[config.mk]
export PLATFORM = sky130hd
export DESIGN_NAME = dns_answer_min_ttl_scanner_unit
export DESIGN_NICKNAME = d
export VERILOG_FILES = /design/src/dnsttl_pkg.sv /design/src/dns_answer_min_ttl_scanner_unit.sv
export SDC_FILE = /design/constraint.sdc
export NUM_CORES = 1
export LEC_CHECK = 0
export BUFFER_PORTS_ARGS = -buffer_cell sky130_fd_sc_hd__buf_2
export CORE_AREA = 2 2 190 145
export DETAILED_ROUTE_END_ITERATION = 16
export DIE_AREA = 0 0 192 147
export PLACE_DENSITY = 0.79
export REMOVE_ABC_BUFFERS = 1
export SETUP_SLACK_MARGIN = 0.5
export SLEW_MARGIN = 20
export SYNTH_ARGS = -nofsm -noshare
export SYNTH_HDL_FRONTEND = slang
export SYNTH_SLANG_ARGS = --single-unit
export TNS_END_PERCENT = 20
[constraint.sdc]
create_clock -name clk -period 6.7 [get_ports clk]
set_clock_uncertainty 0.1 [all_clocks]
set_input_delay 0.67 -clock clk [delete_from_list [all_inputs] [get_ports clk]]
set_output_delay 0.67 -clock clk [all_outputs]
set_load 0.05 [all_outputs]
[src/dnsttl_pkg.sv]
// Shared constants for the DNS answer minimum-TTL scanner.
// Holds register indexes, reset values, result codes and header offsets.
// No dependencies.
`default_nettype none

package dnsttl_pkg;

    // Widths of the item fields and configuration data.
    localparam int unsigned TTL_W  = 17;
    localparam int unsigned BYTE_W = 8;
    localparam int unsigned OC_W   = 3;
    localparam int unsigned IDX_W  = 2;

    // Configuration register indexes.
    typedef enum logic [IDX_W-1:0] {
        REG_TTL_FLOOR    = 2'd0,
        REG_TTL_CAP      = 2'd1,
        REG_FALLBACK_TTL = 2'd2,
        REG_NXDOMAIN_TTL = 2'd3
    } cfg_reg_t;

    // Register values after reset.
    localparam logic [TTL_W-1:0] FLOOR_RESET    = 17'd10;
    localparam logic [TTL_W-1:0] CAP_RESET      = 17'd86400;
    localparam logic [TTL_W-1:0] FALLBACK_RESET = 17'd60;
    localparam logic [TTL_W-1:0] NXDOMAIN_RESET = 17'd60;

    // Result codes carried on the outcome field.
    localparam logic [OC_W-1:0] OC_ANSWERS   = 3'd0;
    localparam logic [OC_W-1:0] OC_SHORT_HDR = 3'd1;
    localparam logic [OC_W-1:0] OC_NXDOMAIN  = 3'd2;
    localparam logic [OC_W-1:0] OC_NO_ANSWER = 3'd3;
    localparam logic [OC_W-1:0] OC_TRUNCATED = 3'd4;

    // Header byte offsets and protocol constants.
    localparam logic [3:0] HDR_RCODE    = 4'd3;
    localparam logic [3:0] HDR_QD_HI    = 4'd4;
    localparam logic [3:0] HDR_QD_LO    = 4'd5;
    localparam logic [3:0] HDR_AN_HI    = 4'd6;
    localparam logic [3:0] HDR_AN_LO    = 4'd7;
    localparam logic [3:0] HDR_LAST     = 4'd11;
    localparam logic [3:0] RCODE_NXDOMAIN = 4'd3;
    localparam logic [1:0] PTR_MARK     = 2'b11;

    // Offsets inside the 10-byte fixed part of a resource record.
    localparam logic [3:0] FIX_TTL_FIRST = 4'd4;
    localparam logic [3:0] FIX_TTL_LAST  = 4'd7;
    localparam logic [3:0] FIX_LEN_FIRST = 4'd8;
    localparam logic [3:0] FIX_LAST      = 4'd9;

    // Bytes to skip after a question name: type and class, plus one pointer byte.
    localparam logic [15:0] QTAIL_SKIP     = 16'd4;
    localparam logic [15:0] QTAIL_PTR_SKIP = 16'd5;

endpackage : dnsttl_pkg

`default_nettype wire

[src/dns_answer_min_ttl_scanner_unit.sv]
// Top level of the DNS answer minimum-TTL scanner: byte parser and output stage.
// Depends on dnsttl_pkg for codes, offsets and register reset values.
//
// The unit takes one message byte per clock while in_ready is high and gives
// one TTL item for each message, registered when the byte flagged last_byte is
// accepted. Every byte updates a handful of counters and one 32-bit TTL compare,
// so the sustained rate is one byte per clock. Results pass through an output
// register backed by a one-entry skid register; bytes keep flowing while a
// result waits, and in_ready falls only when both entries are full.
`default_nettype none

module dns_answer_min_ttl_scanner_unit (
    input  wire logic                            clk,
    input  wire logic                            rst_n,
    // Byte input channel.
    input  wire logic                            in_valid,
    output logic                                 in_ready,
    input  wire logic [dnsttl_pkg::BYTE_W-1:0]   msg_byte,
    input  wire logic                            last_byte,
    // Result channel.
    output logic                                 out_valid,
    input  wire logic                            out_ready,
    output logic [dnsttl_pkg::TTL_W-1:0]         ttl_seconds,
    output logic [dnsttl_pkg::OC_W-1:0]          outcome,
    // Configuration write port.
    input  wire logic                            cfg_we,
    input  wire logic [dnsttl_pkg::IDX_W-1:0]    cfg_index,
    input  wire logic [dnsttl_pkg::TTL_W-1:0]    cfg_data
);

    import dnsttl_pkg::*;

    typedef enum logic [2:0] {
        PH_HEADER  = 3'd0,
        PH_QNAME   = 3'd1,
        PH_ANAME   = 3'd2,
        PH_AFIXED  = 3'd3,
        PH_ADATA   = 3'd4,
        PH_DONE_OK = 3'd5,
        PH_DONE_NX = 3'd6,
        PH_DONE_ER = 3'd7
    } phase_t;

    // Configuration registers.
    logic [TTL_W-1:0] ttl_floor_reg;
    logic [TTL_W-1:0] ttl_cap_reg;
    logic [TTL_W-1:0] fallback_reg;
    logic [TTL_W-1:0] nxdomain_reg;

    // Parser state.
    phase_t      phase_reg,        phase_next;
    logic [3:0]  header_index_reg, header_index_next;
    logic [3:0]  rcode_reg,        rcode_next;
    logic [15:0] questions_reg,    questions_next;
    logic [15:0] answers_reg,      answers_next;
    logic [15:0] skip_reg,         skip_next;
    logic [3:0]  fixed_index_reg,  fixed_index_next;
    logic [31:0] record_ttl_reg,   record_ttl_next;
    logic [TTL_W-1:0] min_ttl_reg, min_ttl_next;
    logic [15:0] data_len_reg,     data_len_next;

    // Output register and skid register.
    logic             out_valid_reg;
    logic [TTL_W-1:0] out_ttl_reg;
    logic [OC_W-1:0]  out_oc_reg;
    logic             skid_valid_reg;
    logic [TTL_W-1:0] skid_ttl_reg;
    logic [OC_W-1:0]  skid_oc_reg;

    // Per-byte working signals.
    logic             in_fire;
    logic             produce;
    logic             out_take;
    logic             rec_open;
    logic             rec_done;
    logic [15:0]      skip_dec;
    logic [15:0]      answers_dec;
    logic [TTL_W-1:0] clamp_lo;
    logic [TTL_W-1:0] clamp_min;
    logic [TTL_W-1:0] res_ttl;
    logic [OC_W-1:0]  res_oc;

    assign in_ready  = !skid_valid_reg;
    assign in_fire   = in_valid && in_ready;
    assign produce   = in_fire && last_byte;
    assign out_take  = out_valid_reg && out_ready;
    assign out_valid   = out_valid_reg;
    assign ttl_seconds = out_ttl_reg;
    assign outcome     = out_oc_reg;

    assign skip_dec    = skip_reg - 16'd1;
    assign answers_dec = answers_reg - 16'd1;

    // Configuration writes; an index with no register behind it is ignored.
    always_ff @(posedge clk or negedge rst_n)
    begin
        if (!rst_n)
        begin
            ttl_floor_reg <= FLOOR_RESET;
            ttl_cap_reg   <= CAP_RESET;
            fallback_reg  <= FALLBACK_RESET;
            nxdomain_reg  <= NXDOMAIN_RESET;
        end
        else if (cfg_we)
        begin
            case (cfg_reg_t'(cfg_index))
                REG_TTL_FLOOR:    ttl_floor_reg <= cfg_data;
                REG_TTL_CAP:      ttl_cap_reg   <= cfg_data;
                REG_FALLBACK_TTL: fallback_reg  <= cfg_data;
                REG_NXDOMAIN_TTL: nxdomain_reg  <= cfg_data;
                default:          ;
            endcase
        end
    end

    // Parser: next state for the byte on the input.
    always_comb
    begin
        phase_next        = phase_reg;
        header_index_next = header_index_reg;
        rcode_next        = rcode_reg;
        questions_next    = questions_reg;
        answers_next      = answers_reg;
        skip_next         = skip_reg;
        fixed_index_next  = fixed_index_reg;
        record_ttl_next   = record_ttl_reg;
        min_ttl_next      = min_ttl_reg;
        data_len_next     = data_len_reg;
        rec_open          = 1'b0;
        rec_done          = 1'b0;

        case (phase_reg)
            PH_HEADER:
            begin
                case (header_index_reg)
                    HDR_RCODE: rcode_next     = msg_byte[3:0];
                    HDR_QD_HI: questions_next = {msg_byte, 8'h00};
                    HDR_QD_LO: questions_next = questions_reg | {8'h00, msg_byte};
                    HDR_AN_HI: answers_next   = {msg_byte, 8'h00};
                    HDR_AN_LO: answers_next   = answers_reg | {8'h00, msg_byte};
                    default:   ;
                endcase
                if (header_index_reg >= HDR_LAST)
                begin
                    // Header complete: pick the verdict or the first name to walk.
                    min_ttl_next = ttl_cap_reg;
                    skip_next    = 16'd0;
                    if (rcode_reg == RCODE_NXDOMAIN)
                        phase_next = PH_DONE_NX;
                    else if (rcode_reg != 4'd0 || answers_reg == 16'd0)
                        phase_next = PH_DONE_ER;
                    else if (questions_reg != 16'd0)
                        phase_next = PH_QNAME;
                    else
                        phase_next = PH_ANAME;
                end
                else
                begin
                    header_index_next = header_index_reg + 4'd1;
                end
            end

            PH_QNAME:
            begin
                if (skip_reg != 16'd0)
                begin
                    skip_next = skip_dec;
                    if (skip_dec == 16'd0 && questions_reg == 16'd0)
                        phase_next = PH_ANAME;
                end
                else if (msg_byte == 8'h00)
                begin
                    questions_next = questions_reg - 16'd1;
                    skip_next      = QTAIL_SKIP;
                end
                else if (msg_byte[7:6] == PTR_MARK)
                begin
                    questions_next = questions_reg - 16'd1;
                    skip_next      = QTAIL_PTR_SKIP;
                end
                else
                begin
                    skip_next = {8'h00, msg_byte};
                end
            end

            PH_ANAME:
            begin
                rec_open = 1'b1;
                if (skip_reg != 16'd0)
                begin
                    skip_next = skip_dec;
                end
                else if (msg_byte == 8'h00)
                begin
                    phase_next       = PH_AFIXED;
                    fixed_index_next = 4'd0;
                end
                else if (msg_byte[7:6] == PTR_MARK)
                begin
                    // The pointer's second byte is skipped inside the fixed part.
                    skip_next        = 16'd1;
                    phase_next       = PH_AFIXED;
                    fixed_index_next = 4'd0;
                end
                else
                begin
                    skip_next = {8'h00, msg_byte};
                end
            end

            PH_AFIXED:
            begin
                rec_open = 1'b1;
                if (skip_reg != 16'd0)
                begin
                    skip_next = skip_dec;
                end
                else
                begin
                    if (fixed_index_reg >= FIX_TTL_FIRST && fixed_index_reg <= FIX_TTL_LAST)
                        record_ttl_next = {record_ttl_reg[23:0], msg_byte};
                    else if (fixed_index_reg >= FIX_LEN_FIRST)
                        data_len_next = {data_len_reg[7:0], msg_byte};

                    if (fixed_index_reg >= FIX_LAST)
                    begin
                        // Record header complete: fold its TTL into the minimum.
                        rec_done         = 1'b1;
                        fixed_index_next = 4'd0;
                        answers_next     = answers_dec;
                        if (record_ttl_reg < {15'd0, min_ttl_reg})
                            min_ttl_next = record_ttl_reg[TTL_W-1:0];
                        if (answers_dec == 16'd0)
                        begin
                            phase_next = PH_DONE_OK;
                            skip_next  = 16'd0;
                        end
                        else if (data_len_next == 16'd0)
                        begin
                            phase_next = PH_ANAME;
                        end
                        else
                        begin
                            skip_next  = data_len_next;
                            phase_next = PH_ADATA;
                        end
                    end
                    else
                    begin
                        fixed_index_next = fixed_index_reg + 4'd1;
                    end
                end
            end

            PH_ADATA:
            begin
                if (skip_reg != 16'd0)
                    skip_next = skip_dec;
                if (skip_next == 16'd0)
                    phase_next = PH_ANAME;
            end

            default:
            begin
                // Verdict known: remaining bytes of the message are ignored.
            end
        endcase
    end

    // Clamp the running minimum to the floor, then to the cap.
    assign clamp_lo  = (min_ttl_next < ttl_floor_reg) ? ttl_floor_reg : min_ttl_next;
    assign clamp_min = (clamp_lo > ttl_cap_reg) ? ttl_cap_reg : clamp_lo;

    // Result for a message that ends on this byte.
    always_comb
    begin
        if (phase_next == PH_HEADER)
        begin
            res_ttl = fallback_reg;
            res_oc  = OC_SHORT_HDR;
        end
        else if (phase_next == PH_DONE_NX)
        begin
            res_ttl = nxdomain_reg;
            res_oc  = OC_NXDOMAIN;
        end
        else if (phase_next == PH_DONE_ER)
        begin
            res_ttl = '0;
            res_oc  = OC_NO_ANSWER;
        end
        else if (rec_open && !rec_done)
        begin
            res_ttl = fallback_reg;
            res_oc  = OC_TRUNCATED;
        end
        else
        begin
            res_ttl = clamp_min;
            res_oc  = OC_ANSWERS;
        end
    end

    // Parser state and the two-entry output stage.
    always_ff @(posedge clk or negedge rst_n)
    begin
        if (!rst_n)
        begin
            phase_reg        <= PH_HEADER;
            header_index_reg <= '0;
            rcode_reg        <= '0;
            questions_reg    <= '0;
            answers_reg      <= '0;
            skip_reg         <= '0;
            fixed_index_reg  <= '0;
            record_ttl_reg   <= '0;
            min_ttl_reg      <= CAP_RESET;
            data_len_reg     <= '0;
            out_valid_reg    <= 1'b0;
            out_ttl_reg      <= '0;
            out_oc_reg       <= '0;
            skid_valid_reg   <= 1'b0;
            skid_ttl_reg     <= '0;
            skid_oc_reg      <= '0;
        end
        else
        begin
            if (in_fire)
            begin
                if (last_byte)
                begin
                    // Message ends: start clean for the next one.
                    phase_reg        <= PH_HEADER;
                    header_index_reg <= '0;
                    rcode_reg        <= '0;
                    questions_reg    <= '0;
                    answers_reg      <= '0;
                    skip_reg         <= '0;
                    fixed_index_reg  <= '0;
                    record_ttl_reg   <= '0;
                    min_ttl_reg      <= ttl_cap_reg;
                    data_len_reg     <= '0;
                end
                else
                begin
                    phase_reg        <= phase_next;
                    header_index_reg <= header_index_next;
                    rcode_reg        <= rcode_next;
                    questions_reg    <= questions_next;
                    answers_reg      <= answers_next;
                    skip_reg         <= skip_next;
                    fixed_index_reg  <= fixed_index_next;
                    record_ttl_reg   <= record_ttl_next;
                    min_ttl_reg      <= min_ttl_next;
                    data_len_reg     <= data_len_next;
                end
            end

            // Output stage: the skid entry refills the output register first.
            if (skid_valid_reg)
            begin
                if (out_take)
                begin
                    out_ttl_reg    <= skid_ttl_reg;
                    out_oc_reg     <= skid_oc_reg;
                    skid_valid_reg <= 1'b0;
                end
            end
            else if (produce)
            begin
                if (!out_valid_reg || out_take)
                begin
                    out_valid_reg <= 1'b1;
                    out_ttl_reg   <= res_ttl;
                    out_oc_reg    <= res_oc;
                end
                else
                begin
                    skid_valid_reg <= 1'b1;
                    skid_ttl_reg   <= res_ttl;
                    skid_oc_reg    <= res_oc;
                end
            end
            else if (out_take)
            begin
                out_valid_reg <= 1'b0;
            end
        end
    end

    // The skid entry is only ever filled behind a waiting result.
    a_skid_behind_out: assert property (@(posedge clk) disable iff (!rst_n)
        skid_valid_reg |-> out_valid_reg)
        else $error("skid entry holds an item with the output register empty");

    // The final byte of a message always returns the parser to the header.
    a_restart_after_last: assert property (@(posedge clk) disable iff (!rst_n)
        (in_fire && last_byte) |=> (phase_reg == PH_HEADER && header_index_reg == 4'd0))
        else $error("parser did not restart after the final byte");

    // The header counter stops at the final header byte.
    a_header_bound: assert property (@(posedge clk) disable iff (!rst_n)
        header_index_reg <= HDR_LAST)
        else $error("header index ran past the header");

    // The fixed-part counter stays inside the ten record header bytes.
    a_fixed_bound: assert property (@(posedge clk) disable iff (!rst_n)
        fixed_index_reg <= FIX_LAST)
        else $error("fixed-part index ran past the record header");

    // Only defined result codes reach the output.
    a_outcome_code: assert property (@(posedge clk) disable iff (!rst_n)
        out_valid_reg |-> (out_oc_reg <= OC_TRUNCATED))
        else $error("undefined outcome code on the output");

endmodule : dns_answer_min_ttl_scanner_unit

`default_nettype wire

# == Word level (Yosys, flattened, before mapping) ==
# Index checks and enable logic that the tools add are counted.
# totals
register_bits,238
inputBits,33
out_inout_bits,22
elab_cells,221
# classes
add_sub_neg,5
order_cmp,8
eq_ne,32
muxes,101
n_bitwise,4
reduce_logical,51
# ops
cell,n
$mux W16,25
$mux W17,15
$mux W32,4
$pmux W16 S2,4
$logic_not A16 Y1,6
$pmux W16 S5,1
$mux W3,22
$mux W4,12
$sub A16 B1 Y16 const B,3
$pmux W17 S2,1
$lt A32 B17 Y1,1
$or A16 B8 Y16,2
$reduce_bool A16 Y1,2
$mux W8,3
$reduce_and A3 Y1,6
$gt A17 B17 Y1,1
$lt A17 B17 Y1,1
$eq A4 B3 Y1 const B,4
$ne A4 B4 Y1 const B,4
$ne A3 B3 Y1 const B,5
$pmux W3 S5,1
$reduce_and A5 Y1,3
$reduce_bool A2 Y1,7
$ge A4 B4 Y1 const B,3
30 further kinds,65

# == Longest topological paths before layout ==
# depth
ltp_word,18
ltp_mapped,31
depth_no_buf,27

# == Least setup slack after synthesis ==
# OpenSTA, ideal clock, no wires.
# synth_path
path_kind,register -> register
from,reg min_ttl_reg[7]
to,reg out_ttl_reg[13] (netlist: ttl_seconds[13])
setup_ns,0.082
t_arrival_ns,7.077
path_slack_ns,-0.559
path_stages_with_launch,30
path_buffers,4
synth_period_minus_slack_ns,7.259
cell_sequence,dfstp_2 > inv_1 > ha_1 > and3_1 > a221oi_1 > nor2b_1 > o31ai_1 > clkbuf_1 > a32oi_1 > o311ai_0 > ha_1 > a21o_1 > a2111oi_0 > o21ai_0 > a211oi_1 > and2_1 > buf_1 > clkbuf_1 > nor3b_1 > nor2_1 > ha_1 > a21o_1 > a2111oi_0 > o31ai_1 > o21ai_0 > nand2_1 > clkbuf_1 > or4_1 > or3_1 > a31oi_1
# synth_between
elab_chain_cells,16
word_cells_on_any_way,17
cone_classes,3 x order compare; 14 x mux
# synth_rtl
item,line,rtl
start: declaration,dns_answer_min_ttl_scanner_unit.sv:59,"logic [TTL_W-1:0] min_ttl_reg, min_ttl_next;"
start signal: assignment,dns_answer_min_ttl_scanner_unit.sv:342,min_ttl_reg <= ttl_cap_reg;
start signal: assignment,dns_answer_min_ttl_scanner_unit.sv:355,min_ttl_reg <= min_ttl_next;
$lt A32 B17 Y1,dns_answer_min_ttl_scanner_unit.sv:232,"if (record_ttl_reg < {15'd0, min_ttl_reg})"
$mux W17,dns_answer_min_ttl_scanner_unit.sv:232,
$mux W17,dns_answer_min_ttl_scanner_unit.sv:226,if (fixed_index_reg >= FIX_LAST)
$mux W17,dns_answer_min_ttl_scanner_unit.sv:215,if (skip_reg != 16'd0)
$pmux W17 S2 (*),dns_answer_min_ttl_scanner_unit.sv:132,case (phase_reg)
$lt A17 B17 Y1,dns_answer_min_ttl_scanner_unit.sv:272,assign clamp_lo = (min_ttl_next < ttl_floor_reg) ? ttl_floor_reg : min_ttl_next;
$mux W17 (*),dns_answer_min_ttl_scanner_unit.sv:272,
$gt A17 B17 Y1,dns_answer_min_ttl_scanner_unit.sv:273,assign clamp_min = (clamp_lo > ttl_cap_reg) ? ttl_cap_reg : clamp_lo;
$mux W17 (*),dns_answer_min_ttl_scanner_unit.sv:273,
$mux W17 (*),dns_answer_min_ttl_scanner_unit.sv:293,else if (rec_open && !rec_done)
$mux W17 (*),dns_answer_min_ttl_scanner_unit.sv:288,else if (phase_next == PH_DONE_ER)
$mux W17 (*),dns_answer_min_ttl_scanner_unit.sv:283,else if (phase_next == PH_DONE_NX)
$mux W17 (*),dns_answer_min_ttl_scanner_unit.sv:278,if (phase_next == PH_HEADER)
$mux W17 (*),dns_answer_min_ttl_scanner_unit.sv:372,if (!out_valid_reg || out_take)
$mux W17 (*),dns_answer_min_ttl_scanner_unit.sv:370,else if (produce)
$mux W17 (*),dns_answer_min_ttl_scanner_unit.sv:361,if (skid_valid_reg)
end signal: assignment,dns_answer_min_ttl_scanner_unit.sv:365,out_ttl_reg <= skid_ttl_reg;
end signal: assignment,dns_answer_min_ttl_scanner_unit.sv:375,out_ttl_reg <= res_ttl;
end: declaration,dns_answer_min_ttl_scanner_unit.sv:64,logic [TTL_W-1:0] out_ttl_reg;
# Every way passes the cells marked *; elsewhere a longest branch is shown, timed or not. The select of a mux whose other input is x is not followed.
# A chain may end at the register's enable or synchronous reset.

# == Worst setup path after layout ==
# layout_path
from,reg min_ttl_reg[7]
to,reg out_ttl_reg[10] (netlist: ttl_seconds[10])
# Same word-level chain as after synthesis.

==> out/qor.csv <==
metric,value,unit
outcome,finished with violations,
failing checks,negative setup slack,
setup ws final,-0.263,ns
worst setup path class,reg -> reg,
nets,1916,
VDD IR-drop max,0.341,mV
Critical Path RT,7.06,ns
Port-buffer cells,54,
setup TNS,-3.05,ns
synthesis warning total,0,
GP Congestion,0.992,
Synth-to-Final Area Change,23.4,%
Cell Pwr Density,569,nW/um^2
Antenna Cells,0,
fin util,68.9,%
Post-Place Cells,2115,
wire per inst,22.3,um
initial antenna violation count,0,
Die Ht,147,um
vias in the first global route,13678,
DRC viols,0,
Crit-path slowest cell,dfstp_2,
largest net degree at the start of global routing,176,
Syn Inst Count,1647,
critical path arrival,7.33,ns
Worst Setup SP,min_ttl_reg[7],
gr ovfl total,0,
CP bufs+invs,5,
Skew-Pair Late Insertion Delay,0.54,ns
Reg-to-Reg Start,min_ttl_reg[7],
Peak Freq,144,MHz
CTS Buf Count,25,
Avg Inst Size Synth,9.00,sq um
synthesized cell area,14800,sq um
Starting Density,55.9,%
Die W,192,um
max-slew violation count,0,
Slew @ Worst Pin,1.13,ns
CTS Root Cell,clkbuf_16,
post-place setup slack,-0.390,ns
"slowest stage delay, CP",0.53,ns
Hold Fails Final Rpt,0,
share of layout cells above drive strength 1,26.1,%
Sink Count,238,
# IOs,55,
"antenna viol nets, final",0,
worst-case clock buffer depth,3,
via/cell ratio,6.74,
GRT Util Overall,32.7,%
Layout Cells excl Fill,2190,
num rows,52,
number of flip-flops under the largest register name,32,
post-synth top area share,36.8,%
crit end category,register,
global-route wire length before repair,74.0,mm
fillers,1985,
CTS HTree Levels,1,
RSZ-0062 raised after global routing,true,
Unique masters post-synth,74,
minimum clock period,6.96,ns
Crit Path Max Fanout,8,
TritonRoute pass-1 iters,8,
share of flip-flops with an asynchronous set or reset,100,%
CP Launch Type,register,
setup violators final,30,
vias post-DR,14761,
die area,28200,sq um
Starting DRT DRC Count,1957,
Leak,0.00802,uW
WL final,48.8,mm
Top delay family on crit path,compound AO/OA/AOI/OAI gates,
number of synthesized flops with an enable pin,0,
Max Cap Viol,0,
min-delay worst type,in -> reg,
post-synth top area cell,dfrtp_1,
Hold Crit Start,out_ready,
"Seq/Total Area, Yosys",40.3,%
relative slew slack,24.6,%
Area contributors post-synth,"dfrtp_1 37%, o21ai_0 5.3%, mux2_2 5.2%",
#FFs+latches synth,238,
ys flop type,dfrtp_1,
final hold slack,0.233,ns
Placeable Area,26500,sq um
Worst-path clk slew,0.07,ns
CTS tree,yes,
Final HPWL DP,31.7,mm
fin crit share,104,%
synthesized netlist by cell type (all sizes together) (12+ instances only):
library cell and n:
dfrtp 218, o21ai 160, nand2 135, nor2 121, a21oi 110, clkbuf 94, inv 80, mux2 69
ha 62, or3 42, a22o 40, nand2b 37, nand3 29, nor3 29, a32oi 28, mux2i 27
a22oi 24, a31oi 23, nor3b 23, nor4 22, dfstp 20, or4 19, o311ai 17, o41ai 17
a222oi 16, o31ai 16, buf 15, nor2b 14, nand4 12
final cells by class:
class | count | area, sq um | area share, %
timing repair buffer | 256 | 1990 | 10.9
sequential | 238 | 5980 | 32.7
inverter | 80 | 300 | 1.64
clock inverter | 11 | 165 | 0.903
clock buffer | 34 | 709 | 3.88
tap | 351 | 439 | 2.40
multi-input combinational | 1220 | 8710 | 47.6
cells by family (layout without fill, tap and decap cells):
| group | count (synthesis) | after routing | synth area share (%) |
|---|---|---|---|
| compound gates | 533 | 533 | 23.9 |
| simple gates | 520 | 520 | 18.0 |
| flops | 238 | 238 | 40.3 |
| buf+inv | 189 | 381 | 4.98 |
| mux | 96 | 96 | 7.06 |
| fa+ha+maj | 62 | 62 | 5.23 |
| xor+xnor | 9 | 9 | 0.532 |
repair_timing:
item                       in CTS  in global routing
gates resized for setup        66                 66
setup endpoints to repair      34                 34
cloned                          3                  2
hold endpoints to repair       44                  0
buffers inserted               12                 10
hold buffers                    1                  0
pin swaps                      18                 60
final timing paths:
path                                   endpoint  slack (ns)  cells after the start
worst max register to register  ttl_seconds[10]       -0.26                     30
worst min register to register       outcome[1]        0.37                      2
max in group asynchronous       ttl_cap_reg[10]        4.57                      3
worst min-delay path             skid_valid_reg        0.23                      2
min in group asynchronous       answers_reg[10]        0.57                      2
worst max-delay path            ttl_seconds[10]       -0.26                     30
metrics by stage:
stage / total power [uW] / area (sq um)
6_report: 10400 / 18300
5_1_grt: 10900 / 18300
4_1_cts: 9600 / 17800
3_5_place_dp: 7620 / 16500
3_3_place_gp: 7460 / 16500
2_1_floorplan: 5320 / 14400
where the power goes:
group | switching (uW) | internal [uW] | leakage, uW | total, uW
combinational | 3850 | 2880 | 0.00458 | 6720
clock | 613 | 895 | 0.000418 | 1510
sequential | 330 | 1850 | 0.00302 | 2180
total | 4790 | 5620 | 0.00802 | 10400
routing by layer:
layer  track usage (%)  up-vias  share of wire, %
met3              5.81      159                11
li1                  -     6501                 -
met4              10.0        0               3.4
met2              48.3      936                44
met1              49.0     7165                42
met5                 0        -                 0
worst register-to-register path: cells and delay by family, from the launching register on:
kind	cells	cell delay, ns
and+or+nand+nor	7	1.47
buffers and inverters	5	0.80
AOI/OAI and AO/OA	15	3.03
adders and majority gates	3	0.97
DFF	1	0.53
cell usage in the layout, fill, tap and decap left out, types with 9 or more instances in the layout:
cell type / netlist / layout
a222oi_1: 16 / 16
or4_1: 19 / 17
a22oi_1: 24 / 24
nor3b_1: 23 / 9
a22o_1: 40 / 40
nor4_1: 20 / 19
o21a_1: 9 / 9
nand2_1: 135 / 133
nor3_1: 28 / 27
clkbuf_16: 0 / 27
o22ai_1: 11 / 10
nand3_1: 29 / 27
dfstp_2: 20 / 20
nand2b_1: 37 / 37
mux2i_1: 27 / 27
a21oi_2: 0 / 12
o21ai_0: 156 / 151
o31ai_1: 15 / 11
nand4_1: 11 / 11
o41ai_1: 17 / 17
or3_1: 42 / 41
a31oi_1: 23 / 22
buf_4: 0 / 181
mux2_2: 69 / 69
a21oi_1: 110 / 94
a21o_1: 11 / 11
nor2_1: 121 / 121
dfrtp_1: 218 / 218
nor2b_1: 14 / 14
a32oi_1: 28 / 22
ha_1: 62 / 59
inv_1: 80 / 79
buf_2: 5 / 54
No activity file was read; power rests on OpenSTA's default activity.
